===== src/rtl/hrp_pkg.sv =====
`default_nettype none

package hrp_pkg;

    localparam int NAME_LIMIT_DEF = 63;
    localparam int FIFO_DEPTH     = 4;

    localparam logic [7:0]  CH_TAB     = 8'h09;
    localparam logic [7:0]  CH_NL      = 8'h0a;
    localparam logic [7:0]  CH_ZERO    = 8'h30;
    localparam logic [7:0]  CH_NINE    = 8'h39;
    localparam logic [30:0] VALUE_MAX  = 31'h7fff_ffff;

    typedef enum logic [2:0] {
        PH_NAME1 = 3'd0,
        PH_N1A   = 3'd1,
        PH_N1B   = 3'd2,
        PH_NAME2 = 3'd3,
        PH_N2A   = 3'd4,
        PH_N2B   = 3'd5,
        PH_SKIP  = 3'd6,
        PH_HALT  = 3'd7
    } phase_t;

    typedef enum logic [2:0] {
        EV_NAME1 = 3'd0,
        EV_NAME2 = 3'd1,
        EV_NUM   = 3'd2,
        EV_DONE  = 3'd3,
        EV_END   = 3'd4,
        EV_ERR   = 3'd5
    } event_t;

    localparam logic [2:0] ERR_NONE      = 3'd0;
    localparam logic [2:0] ERR_NAME_LONG = 3'd1;
    localparam logic [2:0] ERR_NAME1_END = 3'd2;
    localparam logic [2:0] ERR_NUM_END   = 3'd3;
    localparam logic [2:0] ERR_NAME2_END = 3'd4;
    localparam logic [2:0] ERR_LAST_END  = 3'd5;

    typedef struct packed {
        logic [7:0] byte_req;
        logic       is_eof;
    } rec_t;

    typedef struct packed {
        logic [2:0]  event_res;
        logic [1:0]  field_index;
        logic [30:0] value;
        logic [2:0]  error_code;
        logic        last;
    } evt_t;

    typedef struct packed {
        logic [1:0] count;
        evt_t       first;
        evt_t       second;
    } push_t;

    function automatic evt_t make_evt(event_t ev, logic [1:0] idx, logic [30:0] val,
                                      logic [2:0] err, logic lst);
        evt_t e;
        e.event_res   = ev;
        e.field_index = idx;
        e.value       = val;
        e.error_code  = err;
        e.last        = lst;
        return e;
    endfunction

endpackage

`default_nettype wire


===== src/rtl/homology_record_parser.sv =====
// homology_record_parser: byte-stream parser for tab-separated records of the form
// name, number, number, name, number, number
// input channel rec_valid / rec_stall / rec: one byte or end-of-input mark per item
// output channel evt_valid / evt_stall / evt: tagged name characters, numbers,
// record done, end and error items; last marks the final item of one input
// an accepted input item is held in an item register; once the queue has room its
// results are written into the output queue, whose head drives the output port
// throughput: one input item per cycle while the queue has room; an item giving two
// results (the last number of a record) uses two output slots of a four-entry output
// queue, so the sustained rate is set by that queue and the consumer draining it
// input is stalled while a held item waits and the queue holds more than two items
// a stalled output holds its item; inputs arrive until the queue has over two items
// reset clears the parse state to the first name field and empties the queue
// after end of input or an error every further item repeats that result
`default_nettype none

module homology_record_parser #(
    parameter int NAME_LIMIT = hrp_pkg::NAME_LIMIT_DEF
) (
    input  wire logic          clk,
    input  wire logic          rst_n,
    input  wire logic          rec_valid,
    output logic               rec_stall,
    input  wire hrp_pkg::rec_t rec,
    output logic               evt_valid,
    input  wire logic          evt_stall,
    output hrp_pkg::evt_t      evt
);
    import hrp_pkg::*;

    push_t push;
    logic  room;

    hrp_parse #(
        .NAME_LIMIT (NAME_LIMIT)
    ) u_parse (
        .clk       (clk),
        .rst_n     (rst_n),
        .rec_valid (rec_valid),
        .rec_stall (rec_stall),
        .rec       (rec),
        .room      (room),
        .push      (push)
    );

    hrp_out_fifo u_out_fifo (
        .clk       (clk),
        .rst_n     (rst_n),
        .push      (push),
        .room      (room),
        .evt_valid (evt_valid),
        .evt_stall (evt_stall),
        .evt       (evt)
    );

endmodule

`default_nettype wire


===== src/rtl/hrp_parse.sv =====
`default_nettype none

module hrp_parse #(
    parameter int NAME_LIMIT = hrp_pkg::NAME_LIMIT_DEF
) (
    input  wire logic          clk,
    input  wire logic          rst_n,
    input  wire logic          rec_valid,
    output logic               rec_stall,
    input  wire hrp_pkg::rec_t rec,
    input  wire logic          room,
    output hrp_pkg::push_t     push
);
    import hrp_pkg::*;

    localparam int CW = $clog2(NAME_LIMIT + 1);

    logic        item_valid_reg, item_valid_next;
    rec_t        item_reg;
    phase_t      phase_reg, phase_next;
    logic [CW-1:0] cnt_reg, cnt_next;
    logic [30:0] acc_reg, acc_next;

    logic        proc;
    logic        accept;
    logic [7:0]  ch;
    logic        eof;
    logic        is_digit;
    logic [3:0]  digit;
    logic [34:0] prod;
    logic [30:0] acc_sat;
    logic [1:0]  idx;
    evt_t        r0, r1;
    logic [1:0]  n;

    assign proc      = item_valid_reg && room;
    assign rec_stall = item_valid_reg && !room;
    assign accept    = rec_valid && !rec_stall;
    assign ch        = item_reg.byte_req;
    assign eof       = item_reg.is_eof;
    assign is_digit  = !eof && (ch >= CH_ZERO) && (ch <= CH_NINE);
    assign digit     = 4'(ch - CH_ZERO);
    assign prod      = ({4'b0, acc_reg} << 3) + ({4'b0, acc_reg} << 1) + 35'(digit);
    assign acc_sat   = (prod > 35'(VALUE_MAX)) ? VALUE_MAX : prod[30:0];

    always_comb
    begin
        unique case (phase_reg)
            PH_N1A:  idx = 2'd0;
            PH_N1B:  idx = 2'd1;
            PH_N2A:  idx = 2'd2;
            default: idx = 2'd3;
        endcase
    end

    always_comb
    begin
        phase_next = phase_reg;
        cnt_next   = cnt_reg;
        acc_next   = acc_reg;
        n          = 2'd0;
        r0         = make_evt(EV_END, 2'd0, 31'd0, ERR_NONE, 1'b1);
        r1         = make_evt(EV_DONE, 2'd0, 31'd0, ERR_NONE, 1'b1);
        unique case (phase_reg)
            PH_NAME1, PH_NAME2:
            begin
                n = 2'd1;
                if (eof)
                begin
                    phase_next = PH_HALT;
                    if (phase_reg == PH_NAME2)
                    begin
                        acc_next = 31'(ERR_NAME2_END);
                        r0 = make_evt(EV_ERR, 2'd0, 31'd0, ERR_NAME2_END, 1'b1);
                    end
                    else
                    begin
                        acc_next = 31'd0;
                    end
                end
                else if (ch == CH_TAB)
                begin
                    n          = 2'd0;
                    phase_next = (phase_reg == PH_NAME1) ? PH_N1A : PH_N2A;
                    acc_next   = 31'd0;
                end
                else if (ch == CH_NL)
                begin
                    phase_next = PH_HALT;
                    if (phase_reg == PH_NAME1)
                    begin
                        acc_next = 31'(ERR_NAME1_END);
                        r0 = make_evt(EV_ERR, 2'd0, 31'd0, ERR_NAME1_END, 1'b1);
                    end
                    else
                    begin
                        acc_next = 31'(ERR_NAME2_END);
                        r0 = make_evt(EV_ERR, 2'd0, 31'd0, ERR_NAME2_END, 1'b1);
                    end
                end
                else if (cnt_reg >= CW'(NAME_LIMIT))
                begin
                    phase_next = PH_HALT;
                    acc_next   = 31'(ERR_NAME_LONG);
                    r0 = make_evt(EV_ERR, 2'd0, 31'd0, ERR_NAME_LONG, 1'b1);
                end
                else
                begin
                    cnt_next = cnt_reg + CW'(1);
                    r0 = make_evt((phase_reg == PH_NAME1) ? EV_NAME1 : EV_NAME2,
                                  2'd0, {23'd0, ch}, ERR_NONE, 1'b1);
                end
            end
            PH_N1A, PH_N1B, PH_N2A:
            begin
                if (is_digit)
                begin
                    acc_next = acc_sat;
                end
                else if (eof || ch != CH_TAB)
                begin
                    n          = 2'd1;
                    phase_next = PH_HALT;
                    acc_next   = 31'(ERR_NUM_END);
                    r0 = make_evt(EV_ERR, 2'd0, 31'd0, ERR_NUM_END, 1'b1);
                end
                else
                begin
                    n          = 2'd1;
                    r0         = make_evt(EV_NUM, idx, acc_reg, ERR_NONE, 1'b1);
                    phase_next = phase_t'(phase_reg + 3'd1);
                    cnt_next   = '0;
                    acc_next   = 31'd0;
                end
            end
            PH_N2B:
            begin
                if (is_digit)
                begin
                    acc_next = acc_sat;
                end
                else if (eof || (ch != CH_TAB && ch != CH_NL))
                begin
                    n          = 2'd1;
                    phase_next = PH_HALT;
                    acc_next   = 31'(ERR_LAST_END);
                    r0 = make_evt(EV_ERR, 2'd0, 31'd0, ERR_LAST_END, 1'b1);
                end
                else
                begin
                    n          = 2'd2;
                    r0         = make_evt(EV_NUM, idx, acc_reg, ERR_NONE, 1'b0);
                    phase_next = (ch == CH_NL) ? PH_NAME1 : PH_SKIP;
                    cnt_next   = '0;
                    acc_next   = 31'd0;
                end
            end
            PH_SKIP:
            begin
                if (eof)
                begin
                    n          = 2'd1;
                    phase_next = PH_HALT;
                    acc_next   = 31'd0;
                end
                else if (ch == CH_NL)
                begin
                    phase_next = PH_NAME1;
                    cnt_next   = '0;
                end
            end
            PH_HALT:
            begin
                n = 2'd1;
                if (acc_reg != 31'd0)
                begin
                    r0 = make_evt(EV_ERR, 2'd0, 31'd0, acc_reg[2:0], 1'b1);
                end
            end
        endcase
    end

    always_comb
    begin
        item_valid_next = item_valid_reg;
        if (accept)
        begin
            item_valid_next = 1'b1;
        end
        else if (proc)
        begin
            item_valid_next = 1'b0;
        end
    end

    always_ff @(posedge clk or negedge rst_n)
    begin
        if (!rst_n)
        begin
            item_valid_reg <= 1'b0;
            phase_reg      <= PH_NAME1;
            cnt_reg        <= '0;
            acc_reg        <= 31'd0;
        end
        else
        begin
            item_valid_reg <= item_valid_next;
            if (proc)
            begin
                phase_reg <= phase_next;
                cnt_reg   <= cnt_next;
                acc_reg   <= acc_next;
            end
        end
    end

    always_ff @(posedge clk)
    begin
        if (accept)
        begin
            item_reg <= rec;
        end
    end

    always_comb
    begin
        push.count  = proc ? n : 2'd0;
        push.first  = r0;
        push.second = r1;
    end

endmodule

`default_nettype wire


===== src/rtl/hrp_out_fifo.sv =====
`default_nettype none

module hrp_out_fifo (
    input  wire logic           clk,
    input  wire logic           rst_n,
    input  wire hrp_pkg::push_t push,
    output logic                room,
    output logic                evt_valid,
    input  wire logic           evt_stall,
    output hrp_pkg::evt_t       evt
);
    import hrp_pkg::*;

    localparam int AW = $clog2(FIFO_DEPTH);

    evt_t          mem [FIFO_DEPTH];
    logic [AW-1:0] wr_ptr_reg, wr_ptr_next;
    logic [AW-1:0] rd_ptr_reg, rd_ptr_next;
    logic [AW:0]   count_reg, count_next;
    logic          pop;

    assign room      = count_reg <= (AW + 1)'(FIFO_DEPTH - 2);
    assign evt_valid = count_reg != '0;
    assign evt       = mem[rd_ptr_reg];
    assign pop       = evt_valid && !evt_stall;

    always_comb
    begin
        wr_ptr_next = wr_ptr_reg + AW'(push.count);
        rd_ptr_next = rd_ptr_reg + AW'(pop);
        count_next  = count_reg + (AW + 1)'(push.count) - (AW + 1)'(pop);
    end

    always_ff @(posedge clk or negedge rst_n)
    begin
        if (!rst_n)
        begin
            wr_ptr_reg <= '0;
            rd_ptr_reg <= '0;
            count_reg  <= '0;
        end
        else
        begin
            wr_ptr_reg <= wr_ptr_next;
            rd_ptr_reg <= rd_ptr_next;
            count_reg  <= count_next;
        end
    end

    always_ff @(posedge clk)
    begin
        if (push.count != 2'd0)
        begin
            mem[wr_ptr_reg] <= push.first;
        end
        if (push.count == 2'd2)
        begin
            mem[wr_ptr_reg + AW'(1)] <= push.second;
        end
    end

endmodule

`default_nettype wire


===== config.mk =====
export PLATFORM = sky130hd
export DESIGN_NAME = homology_record_parser
export DESIGN_NICKNAME = d
export VERILOG_FILES = /design/src/rtl/hrp_pkg.sv /design/src/rtl/homology_record_parser.sv /design/src/rtl/hrp_parse.sv /design/src/rtl/hrp_out_fifo.sv
export SDC_FILE = /design/constraint.sdc
export NUM_CORES = 1
export LEC_CHECK = 0
export BUFFER_PORTS_ARGS = -buffer_cell sky130_fd_sc_hd__buf_4
export CAP_MARGIN = 20
export CORE_ASPECT_RATIO = 1.4
export CORE_UTILIZATION = 54
export DETAILED_ROUTE_END_ITERATION = 7
export GPL_TIMING_DRIVEN = 0
export HOLD_SLACK_MARGIN = 0.06
export PLACE_DENSITY = 0.71
export SETUP_SLACK_MARGIN = 0.15
export SLEW_MARGIN = 20
export SYNTH_ARGS = -nofsm -noshare
export SYNTH_HDL_FRONTEND = slang
export SYNTH_SLANG_ARGS = --single-unit

===== constraint.sdc =====
create_clock -name clk -period 3.6 [get_ports clk]
set_input_delay 0.36 -clock clk [delete_from_list [all_inputs] [get_ports clk]]
set_output_delay 0.36 -clock clk [all_outputs]
set_load 0.03 [all_outputs]

# Yosys cells after proc, flatten, opt, wreduce, memory -nomap -nowiden

Memories as Yosys holds them, arrays and structs flattened.
Cells that the tools add are included.

Memory bits (writable): 160
Register bits after elaboration: 57
Memories kept: 1
Output and inout port bits: 42
Input bits: 13
Word-level logic and storage cells: 139

Order comparisons: 5
Multiplexer cells: 65
Reductions and logical operators: 24
$add $sub $neg: 10
Eq/ne operators: 25

Memories:

| name           | words | width | read ports | clocked after Yosys merged registers in | wr ports | RTL line           | source |
|---|---|---|---|---|---|---|---|
| u_out_fifo.mem | 4     | 40    | 1          | 0                                       | 2        | hrp_out_fifo.sv:16 | `evt_t mem [FIFO_DEPTH];` |

Operators by type and width:

| kind                   | count |
|---|---|
| $mux W40               | 8 |
| $mux W31               | 8 |
| $pmux W40 S4           | 1 |
| $pmux W31 S4           | 1 |
| $mux W38               | 2 |
| $mux W6                | 10 |
| $mux W3                | 15 |
| $add A34 B32 Y35       | 1 |
| $add A35 B4 Y35        | 1 |
| $gt A35 B31 Y1 const B | 1 |
| $reduce_bool A31 Y1    | 1 |
| $pmux W6 S4            | 1 |
| $ne A2 B2 Y1 const B   | 9 |
| $eq A8 B4 Y1 const B   | 2 |
| $ne A8 B4 Y1 const B   | 2 |
| $eq A3 B3 Y1 const B   | 4 |
| $pmux W3 S4            | 1 |
| $reduce_and A12 Y1     | 1 |
| $mux W1                | 10 |
| $mux W2                | 5 |
| $pmux W2 S5            | 1 |
| $ge A8 B6 Y1 const B   | 1 |
| $le A8 B6 Y1 const B   | 1 |
| $logic_and A1 B1 Y1    | 7 |
| other kinds (28)       | 35 |

# Depth between registers and ports, before layout

Gate-level depths: netlist of run 1.

Depth after elaboration: 10
Mapped depth: 15
Depth with buffers taken out: 15

# Cells and area by module

Synthesis of run 1 repeated with hierarchy kept, for this count alone.

Cells, all modules: 1092
Area total of the unflattened synthesis: 13853.3 um2

By module, submodules not included:

| module       | cells an instance | sequential area each (um2) | area each (um2) | instances |
|---|---|---|---|---|
| hrp_out_fifo | 430               | 4979.8                     | 8434.3          | 1 |
| hrp_parse    | 662               | 1296.2                     | 5418.9          | 1 |

# Least setup slack after synthesis of run 1

OpenSTA, ideal clock, no wires.

Path kind: register to register
From: reg u_parse.acc_reg[0]
To: reg u_parse.acc_reg[25]
Buffers on the path: 1
Library setup time: 0.141 ns
Path slack: 0.325 ns
Clock period less this slack: 3.275 ns
Required time: 3.459 ns
Arrival: 3.134 ns
Stages on the path, launching flop included: 14
Path through: dfrtp_1 -> inv_1 -> fa_1 -> inv_1 -> ha_1 -> a211oi_1 -> o21ai_0 -> nand3_1 -> a311o_1 -> a311oi_1 -> nor4_1 -> o211a_1 -> clkbuf_1 -> a31oi_1

Longest elaborated chain between the ends: 6

RTL lines:

| what                        | RTL line                           | source |
|---|---|---|
| from (decl)                 | hrp_parse.sv:22                    | `logic [30:0] acc_reg, acc_next;` |
| from (signal assigned)      | hrp_parse.sv:212                   | `acc_reg <= acc_next;` |
| $add A34 B32 Y35 *          | hrp_parse.sv:43                    | `assign prod = ({4'b0, acc_reg} << 3) + ({4'b0, acc_reg} << 1) + 35'(digit);` |
| $add A35 B4 Y35 *           | hrp_parse.sv:43                    |  |
| $gt A35 B31 Y1              | hrp_parse.sv:44                    | `assign acc_sat = (prod > 35'(VALUE_MAX)) ? VALUE_MAX : prod[30:0];` |
| $mux W31 *                  | hrp_parse.sv:44                    |  |
| $mux W31 (on tied branches) | hrp_parse.sv:138, hrp_parse.sv:116 |  |
| $pmux W31 S4 *              | hrp_parse.sv:64                    | `unique case (phase_reg)` |

Mark *: on every way between the ends. The rest lies on a longest branch, timed or not.
A chain may end at the register's enable or synchronous reset.

# Worst setup path in the final report of run 1

From: reg u_parse.acc_reg[2]
To: reg u_parse.acc_reg[0]

Longest elaborated chain between the ends: 6

RTL lines:

| what                        | RTL line |
|---|---|
| $add A34 B32 Y35 *          | hrp_parse.sv:43 |
| $add A35 B4 Y35 *           | hrp_parse.sv:43 |
| $gt A35 B31 Y1 *            | hrp_parse.sv:44 |
| $mux W31 *                  | hrp_parse.sv:44 |
| $mux W31 (on tied branches) | hrp_parse.sv:138, hrp_parse.sv:116 |
| $pmux W31 S4 *              | hrp_parse.sv:64 |

Marks and branches as above.

==> results of run 1 <==
synth_stat cells, drive strengths merged, types with 6 or more instances:
cell,n
a311oi,6
clkbuf,34
mux2i,84
or2,6
a22oi,11
xor2,18
a21boi,7
dfrtp,48
ha,73
buf,34
dfxtp,160
mux4,40
inv,23
nand2,114
nand2b,12
nor3,25
and3,7
or3,7
nor2b,9
nor4,10
edfxtp,9
a31oi,20
nor2,164
a211oi,53
o21ai,68
o21a,8
xnor2,16
o211ai,7
o31ai,7
nand3,14
a21oi,75
a21o,14
and2,32
nand4,6
worst max-delay path by stage:
stage,start,slack (ns),endpoint,cells past startpoint
2_1_floorplan,u_parse.acc_reg[0]$_DFFE_PN0P_,0.33,u_parse.acc_reg[25]$_DFFE_PN0P_,13
3_3_place_gp,u_parse.acc_reg[0]$_DFFE_PN0P_,-0.53,u_parse.acc_reg[16]$_DFFE_PN0P_,13
3_5_place_dp,u_parse.acc_reg[2]$_DFFE_PN0P_,-0.57,u_parse.acc_reg[25]$_DFFE_PN0P_,13
4_1_cts,u_parse.ch[3]$_DFFE_PP_,0.16,u_parse.acc_reg[23]$_DFFE_PN0P_,14
5_1_grt,u_parse.acc_reg[2]$_DFFE_PN0P_,0.07,u_parse.acc_reg[2]$_DFFE_PN0P_,13
6_report,u_parse.acc_reg[2]$_DFFE_PN0P_,0.23,u_parse.acc_reg[0]$_DFFE_PN0P_,14
what timing repair did:
item                                    4_1_cts  5_1_grt
resized for setup                            25       76
hold buffers                                 11        0
hold endpoints to repair                     58        0
buffers inserted                              7        5
pin swaps                                     5       16
endpoints found under the setup margin       63      175
where the power goes:
part	internal [mW]	switching [mW]	leakage [nW]	total, mW
sequential	3.00	0.482	2.00	3.48
combinational	2.35	3.46	3.43	5.81
clock	1.43	1.02	0.395	2.45
total	6.78	4.96	5.83	11.7
layer usage:
metal / global-route usage [%] / vias to the layer above
met1: 35.0 / 4831
met3: 2.95 / 96
met4: 12.8 / 0
met2: 54.0 / 295
li1: - / 4769
met5: 0 / -
logic make-up after synthesis:
group / after synthesis / share of synthesized area, %
AND/OR/NAND/NOR: 412 / 16.1
adder cells (fa/ha/maj): 76 / 8.16
multiplexers: 124 / 14.6
buffers and inverters: 91 / 3.25
AO/OA/AOI/OAI: 300 / 16.1
flip-flops: 217 / 39.2
XOR/XNOR: 34 / 2.50
worst reg2reg max path, stage by stage, from the launching register on:
cell                        delay, ns
sky130_fd_sc_hd__dfrtp_2         0.40
sky130_fd_sc_hd__inv_2           0.05
sky130_fd_sc_hd__fa_1            0.58
sky130_fd_sc_hd__inv_2           0.06
sky130_fd_sc_hd__ha_4            0.27
sky130_fd_sc_hd__a211oi_4        0.06
sky130_fd_sc_hd__o211ai_1        0.36
sky130_fd_sc_hd__nand2_1         0.17
sky130_fd_sc_hd__a2111oi_4       0.32
sky130_fd_sc_hd__o21a_1          0.21
sky130_fd_sc_hd__nor3_2          0.07
sky130_fd_sc_hd__o211ai_4        0.30
sky130_fd_sc_hd__buf_6           0.17
sky130_fd_sc_hd__nor3_4          0.04
sky130_fd_sc_hd__o31ai_1         0.20
final cells by class:
cell class / instances / area, µm² / area share [%]
plain buffers: 68 / 349 / 2.49
clock buffers: 29 / 682 / 4.86
flip-flops and latches: 217 / 4680 / 33.4
clock inverters: 11 / 105 / 0.749
repair buffers: 77 / 613 / 4.37
multi-input cells: 946 / 7140 / 50.9
well taps: 297 / 372 / 2.65
inverters: 23 / 86.3 / 0.616
metrics by stage:
step	hold slack, ns	setup slack [ns]	std cells	TNS [ns]
final	0.315	0.232	1668	0
after global routing	0.326	0.0661	1668	0
after CTS	0.303	0.158	1663	0
after detailed placement	0.427	-0.566	1605	-13.00
after global placement	0.408	-0.531	1605	-11.67
after floorplan	0.0644	0.325	1254	0
==> results.cfg, run 1 <==
[synthesis]
most_used_dff_post_synth = sky130_fd_sc_hd__dfxtp_1
async_reset_ff_share_pct = 22.1
synthesis.area_per_instance_um2 = 9.51
ys_warn_count = 0
ys_seq_area_share_pct = 39.2
post-synth-top-area-cell = sky130_fd_sc_hd__dfxtp_1
synth.lib_cells_used.distinct = 67
synth.ff_latch_count = 217
mappedNetlistNets = 1343
synth.area.top_cells = sky130_fd_sc_hd__dfxtp_1 (27%), sky130_fd_sc_hd__dfrtp_1 (10%), sky130_fd_sc_hd__ha_1 (7.7%)
cells_after_synthesis = 1254
synthesis.area_um2 = 11900
netlist.area_leader.share_pct = 26.9
synth_enable_flop_cells = 9

[placed_design]
io_buffer_count = 54
postPlaceCellArea_um2 = 12700
gp_routability_congestion = 0.958
place_hpwl_um = 24400

[clock_network]
cts.sinks = 217
max-clock-path-buffers = 3
cts_root_buffer = sky130_fd_sc_hd__clkbuf_16
clk_pin_slew_ns = 0.07
tritoncts_clock_tree = yes
h-tree-depth = 1
clkLatencyLatePin_ns = 0.51
cts_buffers = 22

[die]
die_outline_area_um2 = 22700
fp.dieW_um = 128
floorplan.die.height_um = 178
initial_core_util_pct = 54.7
core_region_area_um2 = 21800
placement_rows = 64
ioPinCount = 55

[setup_path]
path_delay_family = compound AO/OA/AOI/OAI gates
crit_slowest_cell = sky130_fd_sc_hd__fa_1
critical_path.max_fanout = 4
reg2reg_depth = 14
endpoint_kind_of_the_worst_setup_timing_path = flop
critical-path-max-stage-delay_ns = 0.58
cp_launch_type = flop
critPathArrivalTime_ns = 3.77
timing_worst_setup_path_type = flop to flop
rrSetupSlack_ns = 0.23
critical_path.cell_chain = inv_2 > fa_1 > inv_2 > ha_4 > a211oi_4 > o211ai_1 > nand2_1 > a2111oi_4 > o21a_1 > nor3_2 > o211ai_4 > buf_6 > nor3_4 > o31ai_1
endpoint_of_the_worst_register_to_register_path = u_parse.acc_reg[0]$_DFFE_PN0P_
cp.buffers_inverters = 3
crit-reg2reg-launch = u_parse.acc_reg[2]$_DFFE_PN0P_
crit_path_frequent_cell = sky130_fd_sc_hd__inv_2
required_time_of_the_critical_path_ns = 4.00

[worst_hold_path]
holdPathStages = 3
timing.hold.worst_endpoint = u_out_fifo.rd_ptr_reg[0]$_DFF_PN0_
hold_path_class = input port to flop
holdCritStartpoint = evt_stall

[sta]
hold_viol_final = 0
timing.slew.headroom_pct = 39.0
rsz_0062_raised_after_global_routing = true
setup_viol = 0
timing.fmax_mhz = 297
final_critical_path_share_of_the_clock_period_pct = 93.6
final-max-slew-violation-count = 0
clock_skew_ns = 0.0109
layout_min_cycle_time_ns = 3.37
least_margin_pin_slew_ns = 0.915

[route]
top_layer = met4
detailroute.via_count = 9991
drtIter0Drc = 711
routedWlPerCell_um = 20.0
avgViaCountPerCell = 5.99
dr.pass1.iters = 5
met1_length_um = 13400
post-route-drc-count = 0
antenna_violating_nets_post_route = 0
wl_met2_um = 17300
detail_route.wirelength_um = 33400
met3WireLength_um = 1310

[finish]
final_layout_size_suffix_gt1_share_pct = 18.0
areaGrowthSynthToFinish_pct = 17.6
layout_common_cells = sky130_fd_sc_hd__dfxtp_1 (160), sky130_fd_sc_hd__nor2_1 (159), sky130_fd_sc_hd__nand2_1 (111), sky130_fd_sc_hd__mux2i_1 (83), sky130_fd_sc_hd__a21oi_1 (74)
layout_commonest_cell = sky130_fd_sc_hd__dfxtp_1
n_antenna_cell = 0
post-route-util_pct = 64.4
post-route-cell-area_um2 = 14000
layout.filler_cells = 1837
max_ffs_per_register = 160
num-nets-final = 1444

[power_and_ir_drop]
p_leak_nw = 5.83
ir_worst_vdd_mv = 0.440
power-per-cell-area_nw_per_um2 = 837
totalPowerFinal_mw = 11.7

[global_route]
maximum_number_of_pins_on_one_net_before_global_route_repair = 49
grt_first_pass_wirelength_um = 52400
first_global_vias = 9904
antenna_found_initial = 0
grt_usage_pct = 29.6
grt-ovfl-total = 0

[flow_run]
max_cap_viol_count = 0

[outcome]
run_status = complete, no violations
Note: power is estimated with default switching activity, not from simulation.
==> inputs of run 2 (changes only) <==
Settings changed: GPL_TIMING_DRIVEN 0 to default.
==> run 2 against run 1 <==
Utilization hardly changed. Worst hold slack gained 0.038 ns. Clock skew shrank 0.0047 ns. First-iteration DRC count decreased by 5.3%. Combinational power fell by 3.6%. Cell count is 1.1% lower. Fmax about the same. Final area about the same.
==> results.cfg, run 2 (same netlist as run 1, synthesis figures left out) <==
[sta]
timing.slew.headroom_pct = 45.0
hold_viol_final = 0
setup_viol = 0
fin_setup_tns_ns = 0
rsz_0062_raised_after_global_routing = true
final-max-slew-violation-count = 0
timing.fmax_mhz = 297
least_margin_pin_slew_ns = 0.818
final_critical_path_share_of_the_clock_period_pct = 93.5
clock_skew_ns = 0.00618
layout_min_cycle_time_ns = 3.37

[finish]
num-nets-final = 1426
layout_commonest_cell = sky130_fd_sc_hd__dfxtp_1
areaGrowthSynthToFinish_pct = 17.7
max_ffs_per_register = 160
layout_common_cells = sky130_fd_sc_hd__dfxtp_1 (160), sky130_fd_sc_hd__nor2_1 (158), sky130_fd_sc_hd__nand2_1 (114), sky130_fd_sc_hd__buf_4 (106), sky130_fd_sc_hd__mux2i_1 (84)
n_antenna_cell = 0
layout.filler_cells = 1842
final_layout_size_suffix_gt1_share_pct = 17.1
instances_no_fill = 1650

[route]
avgViaCountPerCell = 5.95
post-route-drc-count = 0
dr.pass1.iters = 5
routedWlPerCell_um = 19.0
detail_route.wirelength_um = 31300
drtIter0Drc = 673
antenna_violating_nets_post_route = 0
detailroute.via_count = 9825

[die]
placement_rows = 64
fp.dieW_um = 128
ioPinCount = 55
initial_core_util_pct = 54.7
core_region_area_um2 = 21800
die_outline_area_um2 = 22700
floorplan.die.height_um = 178

[setup_path]
crit-reg2reg-launch = u_parse.acc_reg[15]$_DFFE_PN0P_
cp_launch_type = flop
cp.buffers_inverters = 1
timing_worst_setup_path_type = flop to flop
path_delay_family = compound AO/OA/AOI/OAI gates
critical_path.cell_chain = ha_1 > ha_1 > a211oi_1 > o21ai_0 > a32oi_1 > nand2_1 > o21a_1 > o21a_1 > o211ai_4 > buf_4 > nor3_2 > o31ai_1
critical_path.max_fanout = 7
endpoint_kind_of_the_worst_setup_timing_path = flop
critical-path-max-stage-delay_ns = 0.46
required_time_of_the_critical_path_ns = 3.99
critPathArrivalTime_ns = 3.76
setup.worst_path.start = u_parse.acc_reg[15]$_DFFE_PN0P_
crit_slowest_cell = sky130_fd_sc_hd__dfrtp_1

[clock_network]
h-tree-depth = 1
tritoncts_clock_tree = yes
max-clock-path-buffers = 3
clk_pin_slew_ns = 0.06
cts_root_buffer = sky130_fd_sc_hd__clkbuf_16
cts_buffers = 22
clkLatencyLatePin_ns = 0.50
cts.sinks = 217

[power_and_ir_drop]
totalPowerFinal_mw = 11.5
p_leak_nw = 5.85
power-per-cell-area_nw_per_um2 = 820
ir_worst_vdd_mv = 0.421

[global_route]
first_global_vias = 9770
maximum_number_of_pins_on_one_net_before_global_route_repair = 49
grt_usage_pct = 27.6
antenna_found_initial = 0
grt-ovfl-total = 0
grt_first_pass_wirelength_um = 49600

[placed_design]
place_inst = 1593
io_buffer_count = 54
gp_routability_congestion = 0.939
place_hpwl_um = 21900

[worst_hold_path]
hold_path_class = input port to flop
holdCritStartpoint = evt_stall

[flow_run]
max_cap_viol_count = 0

[outcome]
run_status = complete, no violations
## run 2: cell count changes in the layout (fill, tap and decap cells not counted), sizes merged
cell / before / now
clkbuf: 67 / 35
buf: 96 / 115
nor2: 164 / 165
clkinv: 6 / 1
inv: 27 / 26
## run 2: layer usage
| metal | track usage (%) | share of wire, % | up-vias | wire [µm] |
|---|---|---|---|---|
| met3 | 2.35 | 4.1 | 69 | 1270 |
| li1 | - | - | 4741 | - |
| met1 | 33.3 | 41 | 4743 | 12900 |
| met2 | 50.9 | 52 | 272 | 16200 |
| met5 | 0 | 0 | - | 0 |
| met4 | 9.75 | 3.3 | 0 | 1030 |
## run 2: final cells by class
| type | count | area, µm² | share of cell area (%) |
|---|---|---|---|
| Multi-Input combinational cell | 947 | 7030 | 50.1 |
| Sequential cell | 217 | 4680 | 33.3 |
| Timing Repair Buffer | 126 | 1090 | 7.74 |
| Clock buffer | 35 | 722 | 5.14 |
| Tap cell | 297 | 372 | 2.65 |
| Inverter | 23 | 86.3 | 0.615 |
| Clock inverter | 5 | 58.8 | 0.419 |
## run 2: power breakdown
part           internal [mW]  switching, mW
sequential              3.00          0.505
clock                   1.45          0.948
combinational           2.36           3.23
## run 2: metrics by stage
step | util (%) | hold WS (ns) | setup WS, ns | instance area, µm²
floorplan | - | 0.0644 | 0.325 | 11900
global placement | 59.5 | 0.433 | 0.0966 | 13000
detailed placement | 59.5 | 0.430 | 0.0531 | 13000
CTS | 63.7 | 0.333 | 0.163 | 13900
global route | 64.4 | 0.344 | 0.0657 | 14000
finish | 64.4 | 0.353 | 0.233 | 14000
## run 2: path summary, 6_finish.rpt
path | to | slack [ns] | cells past startpoint
max reg2reg | u_parse.acc_reg[0]$_DFFE_PN0P_ | 0.23 | 12
min | u_out_fifo.rd_ptr_reg[0]$_DFF_PN0_ | 0.35 | 3
min reg2reg | u_out_fifo.mem[0][23]$_SDFFE_PP0P_ | 0.45 | 2
max | u_parse.acc_reg[0]$_DFFE_PN0P_ | 0.23 | 12
max in group asynchronous | u_parse.acc_reg[6]$_DFFE_PN0P_ | 2.68 | 2
min in group asynchronous | u_parse.cnt_reg[2]$_DFFE_PN0P_ | 0.43 | 2
## run 2: timing repair
item | in CTS | in global routing
setup buffers | 0 | 5
pin swaps | 1 | 8
hold endpoints to repair | 58 | 0
cloned | 0 | 1
resized for setup | 5 | 25
setup endpoints to repair | 8 | 88
hold buffers | 11 | 0
## run 2: worst register-to-register path: stages (launching register included)
cell                       delay [ns]
sky130_fd_sc_hd__dfrtp_1         0.46
sky130_fd_sc_hd__ha_1            0.33
sky130_fd_sc_hd__ha_1            0.38
sky130_fd_sc_hd__a211oi_1        0.33
sky130_fd_sc_hd__o21ai_0         0.26
sky130_fd_sc_hd__a32oi_1         0.24
sky130_fd_sc_hd__nand2_1         0.10
sky130_fd_sc_hd__o21a_1          0.24
sky130_fd_sc_hd__o21a_1          0.22
sky130_fd_sc_hd__o211ai_4        0.27
sky130_fd_sc_hd__buf_4           0.17
sky130_fd_sc_hd__nor3_2          0.04
sky130_fd_sc_hd__o31ai_1         0.23
==> inputs of run 3 (changes only) <==
Settings changed: GPL_ROUTABILITY_DRIVEN from default to 0, HOLD_SLACK_MARGIN 0.06 to default, MAX_ROUTING_LAYER from default to met4.
==> run 3 against run 2 <==
Final area is 0.93% lower. Clock skew is 0.0085 ns higher. Die area unchanged. First-iteration DRC count decreased by 10%. Wire length shrank 0.20%. Global-route usage up 1.2 points. Register-to-register slack about the same. Worst hold slack worse by 0.33 ns. Critical path depth increased by 1. Clock power is 3% higher. Highest routed layer unchanged.
==> results.cfg, run 3 (same netlist as run 1, synthesis figures left out) <==
[setup_path]
critPathArrivalTime_ns = 3.74
setup.worst_path.start = u_parse.ch[3]$_DFFE_PP_
crit-reg2reg-launch = u_parse.ch[3]$_DFFE_PP_
reg2reg_depth = 13
cp_launch_type = flop
timing_worst_setup_path_type = flop to flop
critical_path.max_fanout = 3
worst_setup_path_endpoint = u_parse.acc_reg[2]$_DFFE_PN0P_
endpoint_of_the_worst_register_to_register_path = u_parse.acc_reg[2]$_DFFE_PN0P_
rrSetupSlack_ns = 0.23
required_time_of_the_critical_path_ns = 3.97
endpoint_kind_of_the_worst_setup_timing_path = flop

[sta]
least_margin_pin_slew_ns = 0.781
hold_viol_final = 0
final_critical_path_share_of_the_clock_period_pct = 93.7
timing.slew.headroom_pct = 47.5
final-max-slew-violation-count = 0
layout_min_cycle_time_ns = 3.37
finalHoldWorstSlack_ns = 0.0229
clock_skew_ns = 0.0147
rsz_0062_raised_after_global_routing = true
timing.fmax_mhz = 296
setup_viol = 0

[die]
fp.dieW_um = 128
ioPinCount = 55
core_region_area_um2 = 21800
floorplan.die.height_um = 178
initial_core_util_pct = 54.7
die_outline_area_um2 = 22700
placement_rows = 64

[finish]
layout_common_cells = sky130_fd_sc_hd__dfxtp_1 (160), sky130_fd_sc_hd__nor2_1 (158), sky130_fd_sc_hd__nand2_1 (113), sky130_fd_sc_hd__buf_4 (105), sky130_fd_sc_hd__mux2i_1 (84)
register_area_um2 = 4680
final_layout_size_suffix_gt1_share_pct = 17.5
layout_commonest_cell = sky130_fd_sc_hd__dfxtp_1
total_area_of_multi_input_combinational_cells_um2 = 7050
layout.filler_cells = 1809
areaGrowthSynthToFinish_pct = 16.6
post-route-cell-area_um2 = 13900
n_antenna_cell = 0
num-nets-final = 1412
max_ffs_per_register = 160

[power_and_ir_drop]
power.switching_fraction_pct = 41.0
ir_worst_vdd_mv = 0.620
power_frac_clock_pct = 21.4
share_seq_of_total_power_pct = 29.7
power-per-cell-area_nw_per_um2 = 835
power.share.combinational_pct = 48.9
p_sw_mw = 4.76
p_leak_nw = 5.79
internal_power_mw = 6.85

[clock_network]
tritoncts_clock_tree = yes
clk_pin_slew_ns = 0.06
h-tree-depth = 1
clkLatencyLatePin_ns = 0.51
max-clock-path-buffers = 3
cts.sinks = 217
cts_root_buffer = sky130_fd_sc_hd__clkbuf_16
cts_buffers = 22

[route]
dr.pass1.iters = 5
detailroute.via_count = 9818
routedWlPerCell_um = 19.1
antenna_violating_nets_post_route = 0
detail_route.wirelength_um = 31300
avgViaCountPerCell = 6.00
drtIter0Drc = 606
post-route-drc-count = 0

[global_route]
use_met1_pct = 34.7
grt-ovfl-total = 0
first_global_vias = 9644
top_usage_layer = met2
grt_usage_pct = 28.7
globalRouteMet2Util_pct = 50.4
antenna_found_initial = 0
grt_util_met3_pct = 2.68
maximum_number_of_pins_on_one_net_before_global_route_repair = 49
grt_first_pass_wirelength_um = 50000

[placed_design]
place_hpwl_um = 21800
postPlaceCellArea_um2 = 12900
io_buffer_count = 54

[outcome]
run_status = complete, no violations

[flow_run]
max_cap_viol_count = 0

[worst_hold_path]
hold_path_class = input port to flop
==> run 3: cell count changes in the layout (fill, tap and decap cells not counted), moves of 3 or more <==
cell	before	now
sky130_fd_sc_hd__buf_12	9	5
sky130_fd_sc_hd__clkbuf_8	8	5
sky130_fd_sc_hd__dlygate4sd3_1	11	1
sky130_fd_sc_hd__nor3_1	18	15
sky130_fd_sc_hd__o21ai_0	61	58
sky130_fd_sc_hd__o21ai_2	1	6
==> run 3: worst max-delay path: stages (launching register included) <==
cell,delay [ns]
sky130_fd_sc_hd__edfxtp_1,0.39
sky130_fd_sc_hd__inv_1,0.08
sky130_fd_sc_hd__fa_1,0.45
sky130_fd_sc_hd__buf_4,0.16
sky130_fd_sc_hd__fa_1,0.44
sky130_fd_sc_hd__nor2b_1,0.19
sky130_fd_sc_hd__o2111ai_2,0.16
sky130_fd_sc_hd__nand2_1,0.16
sky130_fd_sc_hd__a311oi_2,0.14
sky130_fd_sc_hd__o21ai_0,0.25
sky130_fd_sc_hd__xnor2_1,0.22
sky130_fd_sc_hd__o211ai_4,0.17
sky130_fd_sc_hd__o31ai_1,0.24
sky130_fd_sc_hd__o311ai_1,0.15
==> run 3: what timing repair did <==
action                     CTS  global route
setup endpoints to repair   28            46
hold buffers                 1             0
pin swaps                    1            13
hold endpoints to repair    48             0
buffers inserted             2             3
resized for setup            6            37
==> run 3: layer usage <==
metal | vias to the layer above | share of wire (%)
met5 | - | 0
met4 | 0 | 2.8
met3 | 64 | 4.5
met2 | 280 | 52
met1 | 4767 | 41
li1 | 4707 | -
==> run 3: worst min path at each step <==
stage	cells past startpoint	end	from
2_1_floorplan	0	u_out_fifo.count_reg[0]$_DFF_PN0_	rst_n
3_3_place_gp	1	u_parse.cnt_reg[3]$_DFFE_PN0P_	rst_n
3_5_place_dp	1	u_parse.cnt_reg[3]$_DFFE_PN0P_	rst_n
4_1_cts	1	u_parse.ch[7]$_DFFE_PP_	rec[8]
5_1_grt	1	u_parse.ch[2]$_DFFE_PP_	rec[3]
6_report	1	u_parse.ch[7]$_DFFE_PP_	rec[8]
==> run 3: power by group through the flow <==
stage | combinational (mW) | clock, mW | sequential [mW]
after floorplan | 3.93 | 0 | 3.33
after global placement | 5.32 | 0 | 3.47
after detailed placement | 5.39 | 0 | 3.49
after CTS | 5.46 | 2.51 | 3.45
after global routing | 6.21 | 2.61 | 3.51
final | 5.68 | 2.48 | 3.45
==> run 3: area by class of cell <==
| type | instances | area share [%] |
|---|---|---|
| Multi-Input combinational cell | 946 | 50.7 |
| Clock buffer | 31 | 5.02 |
| Clock inverter | 8 | 0.729 |
| Inverter | 23 | 0.621 |
| Tap cell | 297 | 2.67 |
| Sequential cell | 217 | 33.6 |
| Timing Repair Buffer | 113 | 6.62 |
==> run 3: metrics by stage <==
step	util [%]	std cells	total power [mW]	setup WS (ns)	setup TNS, ns
2_1_floorplan	-	1254	7.27	0.325	0
3_3_place_gp	59.2	1590	8.79	0.0337	0
3_5_place_dp	59.2	1590	8.88	-0.162	-0.162
4_1_cts	63.1	1632	11.4	0.167	0
5_1_grt	63.8	1635	12.3	0.0662	0
6_report	63.8	1635	11.6	0.226	0
